$ cat config.mk
export PLATFORM = sky130hd
export DESIGN_NAME = asdsf_mul
export DESIGN_NICKNAME = d
export VERILOG_FILES = /design/src/hw/rtl/asymmetric_damped_spring_follower_top_assert.svh /design/src/hw/rtl/asdsf_pkg.sv /design/src/hw/rtl/asdsf_mul.sv
export SDC_FILE = /design/constraint.sdc
export NUM_CORES = 2
export LEC_CHECK = 0
export ABC_AREA = 1
export BUFFER_PORTS_ARGS = -buffer_cell sky130_fd_sc_hd__buf_2
export CAP_MARGIN = 20
export CORE_ASPECT_RATIO = 1.75
export CORE_MARGIN = 8
export CORE_UTILIZATION = 50
export DETAILED_ROUTE_END_ITERATION = 8
export GPL_ROUTABILITY_DRIVEN = 0
export PLACE_DENSITY = 0.67
export SYNTH_ARGS = -nofsm -noshare
export SYNTH_HDL_FRONTEND = slang
export SYNTH_SLANG_ARGS = --single-unit
$ cat constraint.sdc
create_clock -name clk -period 9.4 [get_ports clk]
set_input_delay 0.47 -clock clk [delete_from_list [all_inputs] [get_ports clk]]
set_output_delay 0.47 -clock clk [all_outputs]
set_load 0.01 [all_outputs]
$ cat src/hw/rtl/asymmetric_damped_spring_follower_top_assert.svh
// Assertion macros for the spring follower.
// Both macros sample on clk and are held off while rst_n is low.
`ifndef ASYMMETRIC_DAMPED_SPRING_FOLLOWER_TOP_ASSERT_SVH
`define ASYMMETRIC_DAMPED_SPRING_FOLLOWER_TOP_ASSERT_SVH

// Same-cycle implication.
`define ASDSF_ASSERT_IMP(lbl, ante, cons) \
    lbl: assert property (@(posedge clk) disable iff (!rst_n) (ante) |-> (cons)) \
        else $error("spring follower check failed");

// Next-cycle implication.
`define ASDSF_ASSERT_NXT(lbl, ante, cons) \
    lbl: assert property (@(posedge clk) disable iff (!rst_n) (ante) |=> (cons)) \
        else $error("spring follower check failed");

`endif

$ cat src/hw/rtl/asdsf_pkg.sv
package asdsf_pkg;

    localparam int DATA_W  = 32;
    localparam int TIME_W  = 21;
    localparam int K_W     = 24;
    localparam int D_W     = 17;
    localparam int DB_W    = 31;
    localparam int CFG_W   = 3;

    // Shared multiplier: signed 32 x signed 25 (gains and dt are zero-extended)
    localparam int MUL_A_W = DATA_W;
    localparam int MUL_B_W = K_W + 1;
    localparam int PROD_W  = MUL_A_W + MUL_B_W;

    localparam int Q_FRAC  = 16;
    localparam int T_FRAC  = 20;

    localparam int STEPS_PER_SECOND_DEF = 100;
    localparam int ONE_SECOND_INT       = 1 << T_FRAC;
    localparam logic [TIME_W-1:0] ONE_SECOND_Q20 = TIME_W'(ONE_SECOND_INT);

    localparam logic [K_W-1:0]  STIFF_RST = K_W'(65536);
    localparam logic [D_W-1:0]  DAMP_RST  = D_W'(65536);
    localparam logic [DB_W-1:0] DB_RST    = '0;

    typedef enum logic [CFG_W-1:0] {
        CFG_STIFF_POS = 3'd0,
        CFG_STIFF_NEG = 3'd1,
        CFG_DAMP_POS  = 3'd2,
        CFG_DAMP_NEG  = 3'd3,
        CFG_DEAD_BAND = 3'd4
    } cfg_idx_t;

    function automatic logic signed [DATA_W-1:0] sat32(input logic signed [63:0] v);
        logic signed [DATA_W-1:0] r;
        if (v > 64'sh0000_0000_7FFF_FFFF) begin
            r = 32'sh7FFF_FFFF;
        end
        else if (v < -64'sh0000_0000_8000_0000) begin
            r = 32'sh8000_0000;
        end
        else begin
            r = v[DATA_W-1:0];
        end
        return r;
    endfunction

endpackage

$ cat src/hw/rtl/asdsf_mul.sv
module asdsf_mul (
    input  logic                                  clk,
    input  logic                                  en,
    input  logic signed [asdsf_pkg::MUL_A_W-1:0]  a,
    input  logic signed [asdsf_pkg::MUL_B_W-1:0]  b,
    output logic signed [asdsf_pkg::PROD_W-1:0]   prod
);
    import asdsf_pkg::*;

    logic signed [PROD_W-1:0] prod_reg;

    // registered product, held until the next enable
    always_ff @(posedge clk)
    begin
        if (en)
        begin
            prod_reg <= PROD_W'(a) * PROD_W'(b);
        end
    end

    assign prod = prod_reg;

endmodule

After elaboration in Yosys (flattened, before gate mapping)
Cells that the tools add are included.

storage, ports and cells
  flip-flop bits (word level) = 57
  bits of input ports = 59
  output and inout port bits = 57
  logic and storage cells = 2

operators by class
  multipliers = 1

operators by type and width
  cell            count
  $mul 32x25->57  1

Depth between registers and ports, before layout
  word-level depth = 1
  gate-level depth with buffers = 30
  mapped depth without buffers = 28

Worst setup path before layout
OpenSTA, ideal clock, no wires.

  kind = in2reg
  start point = in a[31] in the netlist's numbering
  end point = reg prod_reg[56] (netlist: prod[56]) (data pin)
  library setup time = 0.252 ns
  data arrival time = 6.565 ns
  required time = 9.148 ns
  setup slack = 2.583 ns
  cell stages on the path = 26
  buffers on the path = 2
  cell sequence = clkbuf_1 -> clkbuf_1 -> nand2_1 -> inv_1 -> fa_1 -> fa_1 -> inv_1 -> fa_1 -> inv_1 -> fa_1 -> inv_1 -> fa_1 -> inv_1 -> fa_1 -> inv_1 -> fa_1 -> inv_1 -> ha_1 -> nand2_2 -> nor2_1 -> nand2_1 -> nor3_2 -> and2_1 -> nand2_1 -> nand3_1 -> nand2_1

between the ends
  word-level cells in the longest chain between the ends = 1

RTL lines
  element               line             RTL
  from (decl)           asdsf_mul.sv:4   input logic signed [asdsf_pkg::MUL_A_W-1:0] a,
  $mul 32x25->57        asdsf_mul.sv:17  prod_reg <= PROD_W'(a) * PROD_W'(b);
  to (signal assigned)  asdsf_mul.sv:17
  to (decl)             asdsf_mul.sv:10  logic signed [PROD_W-1:0] prod_reg;

No other way between the ends.
A chain may end at the register's enable or synchronous reset.

Final worst setup path
  start point = in b[1] in the netlist's numbering
  end point = reg prod_reg[42] (netlist: prod[42]) (data pin)

between the ends
  word-level cells in the longest chain between the ends = 1

RTL lines
  element         line             RTL
  from (decl)     asdsf_mul.sv:5   input logic signed [asdsf_pkg::MUL_B_W-1:0] b,
  $mul 32x25->57  asdsf_mul.sv:17

No other way between the ends.

==> metrics.md <==
| Metric | Value |
|---|---|
| Root cell of the clock tree | `clkbuf_16` |
| Hold_sp | `a[0]` |
| Syn nets | `5345` |
| Port bufs | `approximately 120` |
| Worst hold slack | `between 0.6 and 0.7 ns` |
| Seq/Total Area, Yosys | `0.0520` |
| Syn Inst Count | `approximately 4300` |
| Layout cell share with drive strength beyond 1 | `0.0427` |
| Ys flop type | `edfxtp_1` |
| Final ANT Viol Nets | `0` |
| WL/cell | `around 19 µm` |
| DP Cell Count | `5086` |
| Final Max Tran Viols | `0` |
| Synth warn | `0` |
| DP Area | `33900 µm²` |
| Synth Cell Area | `32900 µm²` |
| Initial antenna violation count | `6` |
| Max Freq | `~0.14 GHz` |
| Worst Path Arrival | `approximately 7.4 ns` |
| Max reg flops | `57` |
| Worst setup path class | `in2reg` |
| CTS Buf Count | `9` |
| Final period util | `0.778` |
| FFs w/ async S/R, synth | `0` |
| DIE HEIGHT | `355 µm` |
| Critical path required time | `~9.5 ns` |
| Post-DP HPWL | `80600 µm` |
| Worst-path fanout max | `32` |
| Postcts setup bufs | `0` |
| TNS Setup | `0 ns` |
| Hold-fix buffers at CTS | `0` |
| DR DRC count | `0` |
| Ports | `116` |
| CTS max path bufs | `2` |
| Vias per cell | `~5` |
| Std-Cell Rows | `124` |
| Initial Util | `0.505` |
| Final hold vios | `0` |
| DRT iter0 DRCs | `1402` |
| Initial DRT Pass Iterations | `5` |
| P&R area growth vs syn | `4.19%` |
| TritonCTS clock tree | `built` |
| Die Wd | `210 µm` |
| Worst setup SP type | `input port` |
| Slew @ Worst Pin | `approximately 1.0 ns` |
| Nets@finish | `about 5300` |
| Tmin final | `7.32 ns` |
| Post-Route WL | `96500 µm` |
| # fillers | `6276` |
| Post-synth EDFFs | `57` |
| Vias in the first global route | `28900` |
| Die area | `74600 µm²` |
| Worst setup EP type | `register` |
| Hold path depth | `3` |
| Max_slew headroom | `0.303` |
| Non-filler cells, final | `slightly above 5000` |
| Clock transition at path regs | `0.06 ns` |
| Final instance area | `34300 µm²` |
| GRT Total Usage | `0.269` |
| First-pass GRT wire length | `153000 µm` |
| CTS H-tree lvls | `3` |
| Core area | `65200 µm²` |
| Avg Cell Area, Syn | `7.63 µm²` |
| Largest net degree at the start of global routing | `58` |
| Vias post-DR | `approximately 26000` |
| Hold Crit Class | `in2reg` |
| Unrepaired setup endpoints after global routing | `no` |
| Final setup fails | `0` |
| Clk sinks | `57` |
| MaxCap Viol Count | `0` |
| GRT Residual Overflow | `0` |
| Hold EP | `prod[0]$_DFFE_PP_` |
| Synth Register Bits | `57` |
| Status | `finished, final reports clean` |
| Yosys cell types | `28` |
| PostCTS Resize Cnt | `0` |
-- cell families (layout without fill, tap and decap cells) --
logic type | after synthesis | in the layout | synth area share
buffers and inverters | 1676 | 1647 | 0.191
AND/OR/NAND/NOR | 1526 | 1526 | 0.183
other | 0 | 4 | 0
XOR/XNOR | 34 | 34 | 0.00905
AO/OA/AOI/OAI | 45 | 45 | 0.00745
adder cells (fa/ha/maj) | 974 | 974 | 0.557
flip-flops | 57 | 57 | 0.0520
-- layout make-up --
| type | count | area [µm²] | share of cell area |
|---|---|---|---|
| timing repair buffer | 126 | 658 | 0.0192 |
| sequential | 57 | 1710 | 0.0499 |
| multi-input combinational | 2579 | 24900 | 0.726 |
| inverter | 1505 | 5650 | 0.165 |
| clock buffer | 9 | 225 | 0.00657 |
| antenna | 4 | 10.0 | 0.000292 |
| tap | 819 | 1020 | 0.0299 |
| clock inverter | 7 | 103 | 0.00299 |
-- stage by stage --
stage          setup slack [ns]  utilization
3_3_place_gp               1.85        0.521
5_1_grt                    1.65        0.526
6_report                   2.08        0.526
4_1_cts                    2.13        0.526
2_1_floorplan              2.58            -
3_5_place_dp               1.79        0.521
-- Yosys cell counts (3+ instances only) --
master	n	area, µm²
nand2_2	3	18.8
clkbuf_1	170	638
xor2_1	29	254
a21oi_1	32	160
o21ai_0	5	25.0
nor3_1	9	45.0
nor3_2	5	50.1
nand4_1	21	131
edfxtp_1	57	1710
nand3_2	7	70.1
inv_2	3	11.3
nand2_1	1292	4850
nor2_2	15	93.8
ha_1	155	1940
nand3_1	48	240
xnor2_1	5	43.8
and2_1	5	31.3
inv_1	1502	5640
nor2_1	109	409
fa_1	819	16400
o21bai_1	6	45.0
or2_2	7	43.8
-- routing by layer --
layer	global-route usage	vias up	part of all wire
met5	0	-	0.00013
met4	0.210	2	0.095
met3	0.0278	456	0.047
met2	0.519	928	0.55
met1	0.254	13000	0.30
li1	-	11600	-
-- how the worst max path moves through the flow --
stage                         endpoint  slack [ns]  start
global placement    prod[56]$_DFFE_PP_        1.85   b[1]
global route        prod[56]$_DFFE_PP_        1.65   b[1]
finish              prod[42]$_DFFE_PP_        2.08   b[1]
CTS                 prod[56]$_DFFE_PP_        2.13   b[1]
floorplan           prod[56]$_DFFE_PP_        2.58  a[31]
detailed placement  prod[56]$_DFFE_PP_        1.79   b[1]
-- cells in the final DEF, fill, tap and decap left out --
cell type	Yosys	routed
diode_2	0	4
buf_2	0	115
and2_0	2	2
bufinv_16	0	2
clkinv_4	0	3
nor4_1	1	1
and3b_1	1	1
and2_1	5	5
nor2_4	1	1
clkbuf_16	0	9
nor3_2	5	5
xnor2_1	5	5
nand4_1	21	21
edfxtp_1	57	57
clkinvlp_4	0	1
a21oi_1	32	32
buf_4	0	11
nand2_2	3	3
nand3_1	48	48
nand2_1	1292	1292
inv_6	0	1
nand3_2	7	7
or2_2	7	7
ha_1	155	155
nor3_1	9	9
xor2_1	29	29
a21boi_0	2	2
o21bai_1	6	6
o21ai_0	5	5
inv_2	3	3
fa_1	819	819
nor2_1	109	109
nor2_2	15	15
inv_1	1502	1502
-- critical path, cell delays in order --
cell,delay [ns]
buf_2,0.60
nand2_1,0.20
inv_1,0.18
fa_1,0.55
fa_1,0.48
fa_1,1.05
inv_1,0.42
fa_1,0.59
inv_1,0.05
fa_1,0.53
inv_1,0.05
fa_1,0.47
inv_1,0.04
ha_1,0.47
nand2_1,0.17
nor2_1,0.19
nand2_1,0.15
nor3_1,0.30
nand3_1,0.17
nand4_1,0.13
nand2_1,0.10
Power is left out: the tool's default activity adds up to more than one toggle a clock period on the data nets, which glitch-free logic cannot reach.
